===== src/sv/tmc_pkg.sv =====
// Shared types and constants of the tempo map time converter.
package tmc_pkg;

  localparam int SLOTS      = 64;
  localparam int IDX_W      = 6;
  localparam int CNT_W      = 7;
  localparam int POS_W      = 47;
  localparam int TEMPO_W    = 26;
  localparam int QT_W       = 48;
  localparam int QS_W       = 44;
  localparam int SEC_W      = 43;
  localparam int DEN_W      = 38;
  localparam int ACC_W      = 64;
  localparam int PROD_W     = SEC_W + DEN_W;
  localparam int NUM_W      = POS_W + 31;
  localparam int STEP_W     = 7;
  localparam int DIV_STEPS  = NUM_W;
  localparam int MUL_STEPS  = SEC_W;
  localparam int IN_DATA_W  = 176;
  localparam int OUT_DATA_W = 120;

  localparam logic [11:0]        TICK_FACTOR   = 12'd3003;
  localparam logic [TEMPO_W-1:0] MIN_TEMPO     = 26'd65536;
  localparam logic [TEMPO_W-1:0] DEFAULT_TEMPO = 26'd7864320;

  typedef enum logic [1:0] {
    OP_WRITE = 2'd0,
    OP_T2S   = 2'd1,
    OP_S2T   = 2'd2,
    OP_TEMPO = 2'd3
  } op_t;

  typedef enum logic [1:0] {
    KIND_SEC   = 2'd0,
    KIND_TICK  = 2'd1,
    KIND_TEMPO = 2'd2
  } kind_t;

  typedef enum logic [3:0] {
    S_IDLE,
    S_CHECK,
    S_RD0,
    S_INIT,
    S_RD,
    S_EVAL,
    S_DPREP,
    S_DIV,
    S_DDONE,
    S_MPREP,
    S_MUL,
    S_RES
  } state_t;

  typedef struct packed {
    logic latch;
    logic wr;
    logic rd;
    logic init_t;
    logic step;
    logic set_at;
    logic div_load;
    logic div_fin;
    logic div_step;
    logic acc_add;
    logic mul_load;
    logic mul_step;
    logic res_load;
  } cmd_t;

  typedef struct packed {
    logic in_valid;
    op_t  in_op;
    op_t  op;
    logic trivial;
    logic qt_neg;
    logic i_eq_n;
    logic p_ge_ticks;
    logic p_gt_ticks;
    logic p_gt_at;
    logic reach;
    logic last_step;
    logic out_free;
  } status_t;

endpackage


===== src/sv/tmc_ctrl.sv =====
// Sequencer of the tempo map time converter: walks the table and drives the datapath.
module tmc_ctrl (
  input  logic             clk,
  input  logic             rst_n,
  input  tmc_pkg::status_t st,
  output tmc_pkg::cmd_t    cmd,
  output logic             in_tready
);

  tmc_pkg::state_t state_r, state_nxt;
  logic            fin_r, fin_nxt;

  always_ff @(posedge clk) begin
    if (!rst_n) begin
      state_r <= tmc_pkg::S_IDLE;
      fin_r   <= 1'b0;
    end else begin
      state_r <= state_nxt;
      fin_r   <= fin_nxt;
    end
  end

  always_comb begin
    state_nxt = state_r;
    fin_nxt   = fin_r;
    cmd       = '0;
    in_tready = 1'b0;
    case (state_r)
      tmc_pkg::S_IDLE: begin
        in_tready = 1'b1;
        if (st.in_valid) begin
          if (st.in_op == tmc_pkg::OP_WRITE) begin
            cmd.wr = 1'b1;
          end else begin
            cmd.latch = 1'b1;
            state_nxt = tmc_pkg::S_CHECK;
          end
        end
      end
      tmc_pkg::S_CHECK: begin
        state_nxt = st.trivial ? tmc_pkg::S_RES : tmc_pkg::S_RD0;
      end
      tmc_pkg::S_RD0: begin
        cmd.rd    = 1'b1;
        state_nxt = tmc_pkg::S_INIT;
      end
      tmc_pkg::S_INIT: begin
        cmd.init_t = 1'b1;
        if (st.op == tmc_pkg::OP_TEMPO && st.qt_neg) state_nxt = tmc_pkg::S_RES;
        else state_nxt = tmc_pkg::S_RD;
      end
      tmc_pkg::S_RD: begin
        cmd.rd    = 1'b1;
        state_nxt = tmc_pkg::S_EVAL;
      end
      tmc_pkg::S_EVAL: begin
        case (st.op)
          tmc_pkg::OP_T2S: begin
            if (st.i_eq_n || st.p_ge_ticks) begin
              fin_nxt   = 1'b1;
              state_nxt = tmc_pkg::S_DPREP;
            end else if (st.p_gt_at) begin
              fin_nxt   = 1'b0;
              state_nxt = tmc_pkg::S_DPREP;
            end else begin
              cmd.step  = 1'b1;
              state_nxt = tmc_pkg::S_RD;
            end
          end
          tmc_pkg::OP_S2T: begin
            if (st.i_eq_n) begin
              state_nxt = tmc_pkg::S_MPREP;
            end else if (!st.p_gt_at) begin
              cmd.step  = 1'b1;
              state_nxt = tmc_pkg::S_RD;
            end else begin
              fin_nxt   = 1'b0;
              state_nxt = tmc_pkg::S_DPREP;
            end
          end
          default: begin
            if (st.i_eq_n || st.p_gt_ticks) begin
              state_nxt = tmc_pkg::S_RES;
            end else begin
              cmd.step  = 1'b1;
              state_nxt = tmc_pkg::S_RD;
            end
          end
        endcase
      end
      tmc_pkg::S_DPREP: begin
        cmd.div_load = 1'b1;
        cmd.div_fin  = fin_r;
        state_nxt    = tmc_pkg::S_DIV;
      end
      tmc_pkg::S_DIV: begin
        cmd.div_step = 1'b1;
        if (st.last_step) state_nxt = tmc_pkg::S_DDONE;
      end
      tmc_pkg::S_DDONE: begin
        if (fin_r) begin
          cmd.acc_add = 1'b1;
          state_nxt   = tmc_pkg::S_RES;
        end else if (st.op == tmc_pkg::OP_S2T && st.reach) begin
          state_nxt = tmc_pkg::S_MPREP;
        end else begin
          cmd.acc_add = 1'b1;
          cmd.set_at  = 1'b1;
          cmd.step    = 1'b1;
          state_nxt   = tmc_pkg::S_RD;
        end
      end
      tmc_pkg::S_MPREP: begin
        cmd.mul_load = 1'b1;
        state_nxt    = tmc_pkg::S_MUL;
      end
      tmc_pkg::S_MUL: begin
        cmd.mul_step = 1'b1;
        if (st.last_step) state_nxt = tmc_pkg::S_RES;
      end
      tmc_pkg::S_RES: begin
        if (st.out_free) begin
          cmd.res_load = 1'b1;
          state_nxt    = tmc_pkg::S_IDLE;
        end
      end
      default: state_nxt = tmc_pkg::S_IDLE;
    endcase
  end

endmodule


===== config.mk =====
export PLATFORM = sky130hd
export DESIGN_NAME = tmc_ctrl
export DESIGN_NICKNAME = d
export VERILOG_FILES = /design/src/sv/tmc_pkg.sv /design/src/sv/tmc_ctrl.sv
export SDC_FILE = /design/constraint.sdc
export NUM_CORES = 1
export LEC_CHECK = 0
export BUFFER_PORTS_ARGS = -buffer_cell sky130_fd_sc_hd__buf_2
export CAP_MARGIN = 20
export CORE_MARGIN = 3
export CORE_UTILIZATION = 50
export DETAILED_ROUTE_END_ITERATION = 16
export HOLD_SLACK_MARGIN = 0.03
export PLACE_DENSITY = 0.89
export RECOVER_POWER = 25
export SETUP_SLACK_MARGIN = 0.1
export SLEW_MARGIN = 30
export SYNTH_ARGS = -nofsm -noshare
export SYNTH_HDL_FRONTEND = slang
export SYNTH_SLANG_ARGS = --single-unit

===== constraint.sdc =====
create_clock -name clk -period 2.7 [get_ports clk]
set_input_delay 0.54 -clock clk [delete_from_list [all_inputs] [get_ports clk]]
set_output_delay 0.54 -clock clk [all_outputs]
set_load 0.005 [all_outputs]

==> reports/qor.yml <==
dieHeight_um: 45.3
rrSetupSlack_ns: 0.72
ant_nets: 0
peakVddDrop_v: 0.000493
yosys-top-cells-area: "dfxtp_1 13%, nand2b_1 8.1%, nor2_1 5.8%"
fin_setup_tns_ns: 0
crit_path_cell_trace: "nand2b_1 -> nor3_1 -> nand3b_1 -> o31ai_1 -> buf_2"
crit_fanout: 14
antenna_found_initial: 0
relSlewSlack: 0.657
seq_power_share: 0.256
p_sw_uw: 322
critPathArrivalTime_ns: 1.80
cell_internal_pwr_uw: 376
drive_gt1_frac: 0.316
yosysWarnings: 0
grt_max_degree: 17
gp_congestion: 0.833
drtIter0Drc: 23
worstSetupStartpointType: "flip-flop"
setup.worst_path.start: "state_r[2]"
cts_tree: "built"
crit_slowest_cell: "dfxtp_1"
grt_pass1_vias: 770
powerDensity_nw_per_um2: 751
syn_avg_cell_area_um2: 7.51
max_stage_delay_ns: 0.44
setup_viol: 0
pwr-share-clk: 0.117
synth-main-ff-cell: "dfxtp_1"
grt_pass1_wl_um: 3090
core_area_um2: 1380
max-cap-violations: 0
hold_class: "in -> reg"
synth_top_area_frac: 0.129
diodes: 0
viasPerCell: 5.80
hold_violations: 0
synth.most_common_cell: "nor2_1"
hold_ws_ns: 0.584
synthArstFlopShare: 0
syn_inst: 103
synth_top_cells_by_count: "12 x nor2_1, 10 x nand2b_1, 8 x a21oi_1"
hpwl_um: 1460
fp.dieW_um: 45.3
dr.pass1.iters: 4
cts_made_buffers: 3
cp.required_ns: 2.16
port_buffers: 29
cts_resized: 0
cts.sinks: 5
layout_min_cycle_time_ns: 2.34
synth-seq-cells: 5
syn_nets: 122
grt-ovfl-total: 0
period_share: 0.868
synth-edff-count: 0
area_delta_synth_final_pct: 20.4
p_sw_frac: 0.461
reg2reg_depth: 5
crit_end: "cmd[8]"
utilization: 0.673
die_area_um2: 2050
vias: 859
worst_slew_pin_slew_ns: 0.509
slew_violations: 0
drt_wl_total_um: 1840
crit_type: "reg -> out"
ioPinCount: 30
gr-usage-all-layers: 0.192
nNetsFinal: 153
yosysSeqAreaShare: 0.129
syn_area_um2: 773
endpoint_kind: "primary output"
clk_latency_ns: 0.23
p_leak_nw: 0.411
num_rows: 13
wl_per_cell_um: 12.4
max_freq_mhz: 426
synth.largest_area_cell: "dfxtp_1"
comb_power_share: 0.626
r2r_start: "state_r[1]"
num-fill-cells: 123
ctsHoldBuffers: 0
start_util: 0.559
drc: 0
rr_endpoint: "state_r[0]"
clkSlewWorstSetupHoldPaths_ns: 0.04
rsz0062_at_grt: "no"
clock_skew_ns: 0.00150
root_buffer: "clkbuf_4"
status: "complete, no violations"
clock_path_buffers: 2
cts_setup_buffers: 0
htreeDepth: 1
synth_cell_type_count: 42
==> worst min-delay path by stage <==
stage | slack (ns) | startpoint | depth (start not counted) | end
after floorplan | 0.53 | fin_r | 2 | fin_r
after global placement | 0.58 | fin_r | 2 | fin_r
after detailed placement | 0.61 | fin_r | 2 | fin_r
after CTS | 0.58 | rst_n | 2 | state_r[2]
after global routing | 0.60 | rst_n | 2 | state_r[2]
final | 0.58 | rst_n | 2 | state_r[0]
==> flip-flops by register name (all words and copies together), names as in the netlist <==
signal,flops
state_r,4
fin_r,1
==> final cells by class <==
class	count	area, um^2	area share
Sequential cell	5	100	0.108
Tap cell	15	18.8	0.0202
Clock buffer	4	26.3	0.0282
Timing Repair Buffer	30	153	0.164
Multi-Input combinational cell	87	607	0.652
Inverter	7	26.3	0.0282
==> routing by layer <==
| metal | vias up | track usage | part of all wire | routed length (um) |
|---|---|---|---|---|
| li1 | 433 | - | - | - |
| met1 | 402 | 0.254 | 0.45 | 831 |
| met2 | 22 | 0.325 | 0.49 | 897 |
| met3 | 2 | 0.0239 | 0.050 | 92 |
| met4 | 0 | 0.0526 | 0.011 | 21 |
| met5 | - | 0 | 0 | 0 |
==> worst max-delay path, delay by kind of cell, from the launching register on <==
family	cells	cell delay, ns
flip-flops	1	0.44
AND/OR/NAND/NOR	3	0.88
AO/OA/AOI/OAI	1	0.11
buffers and inverters	1	0.15
==> placed cells by master, fill, tap and decap left out, types with 3 or more instances in the layout <==
master    count
a21oi_1       8
buf_2        29
clkbuf_4      3
dfxtp_1       5
ha_1          3
inv_1         7
nand2_1       7
nand2b_1     10
nand3b_1      3
nor2_1       12
nor3_1        7
o21a_1        3
==> per-stage QoR <==
stage	setup slack, ns	power (mW)	area (um^2)	instances
after floorplan	0.721	0.521	773	103
after global placement	0.513	0.610	916	144
after detailed placement	0.477	0.628	916	144
after CTS	0.347	0.712	942	148
after global routing	0.254	0.766	931	148
final	0.355	0.699	931	148
==> power by group through the flow <==
stage / Sequential (mW) / Clock [mW] / Combinational, mW
floorplan: 0.134 / 0 / 0.387
global placement: 0.180 / 0 / 0.430
detailed placement: 0.182 / 0 / 0.445
CTS: 0.181 / 0.0848 / 0.447
global route: 0.187 / 0.0889 / 0.490
finish: 0.179 / 0.0819 / 0.438
==> kinds of logic after synthesis <==
group | synth area share
and+or+nand+nor | 0.411
adders and majority gates | 0.0485
xor gates and xnor gates | 0.0113
AOI/OAI and AO/OA | 0.301
DFF | 0.129
muxes | 0.0275
buffers and inverters | 0.0712
(Power assumes the default switching activity.)
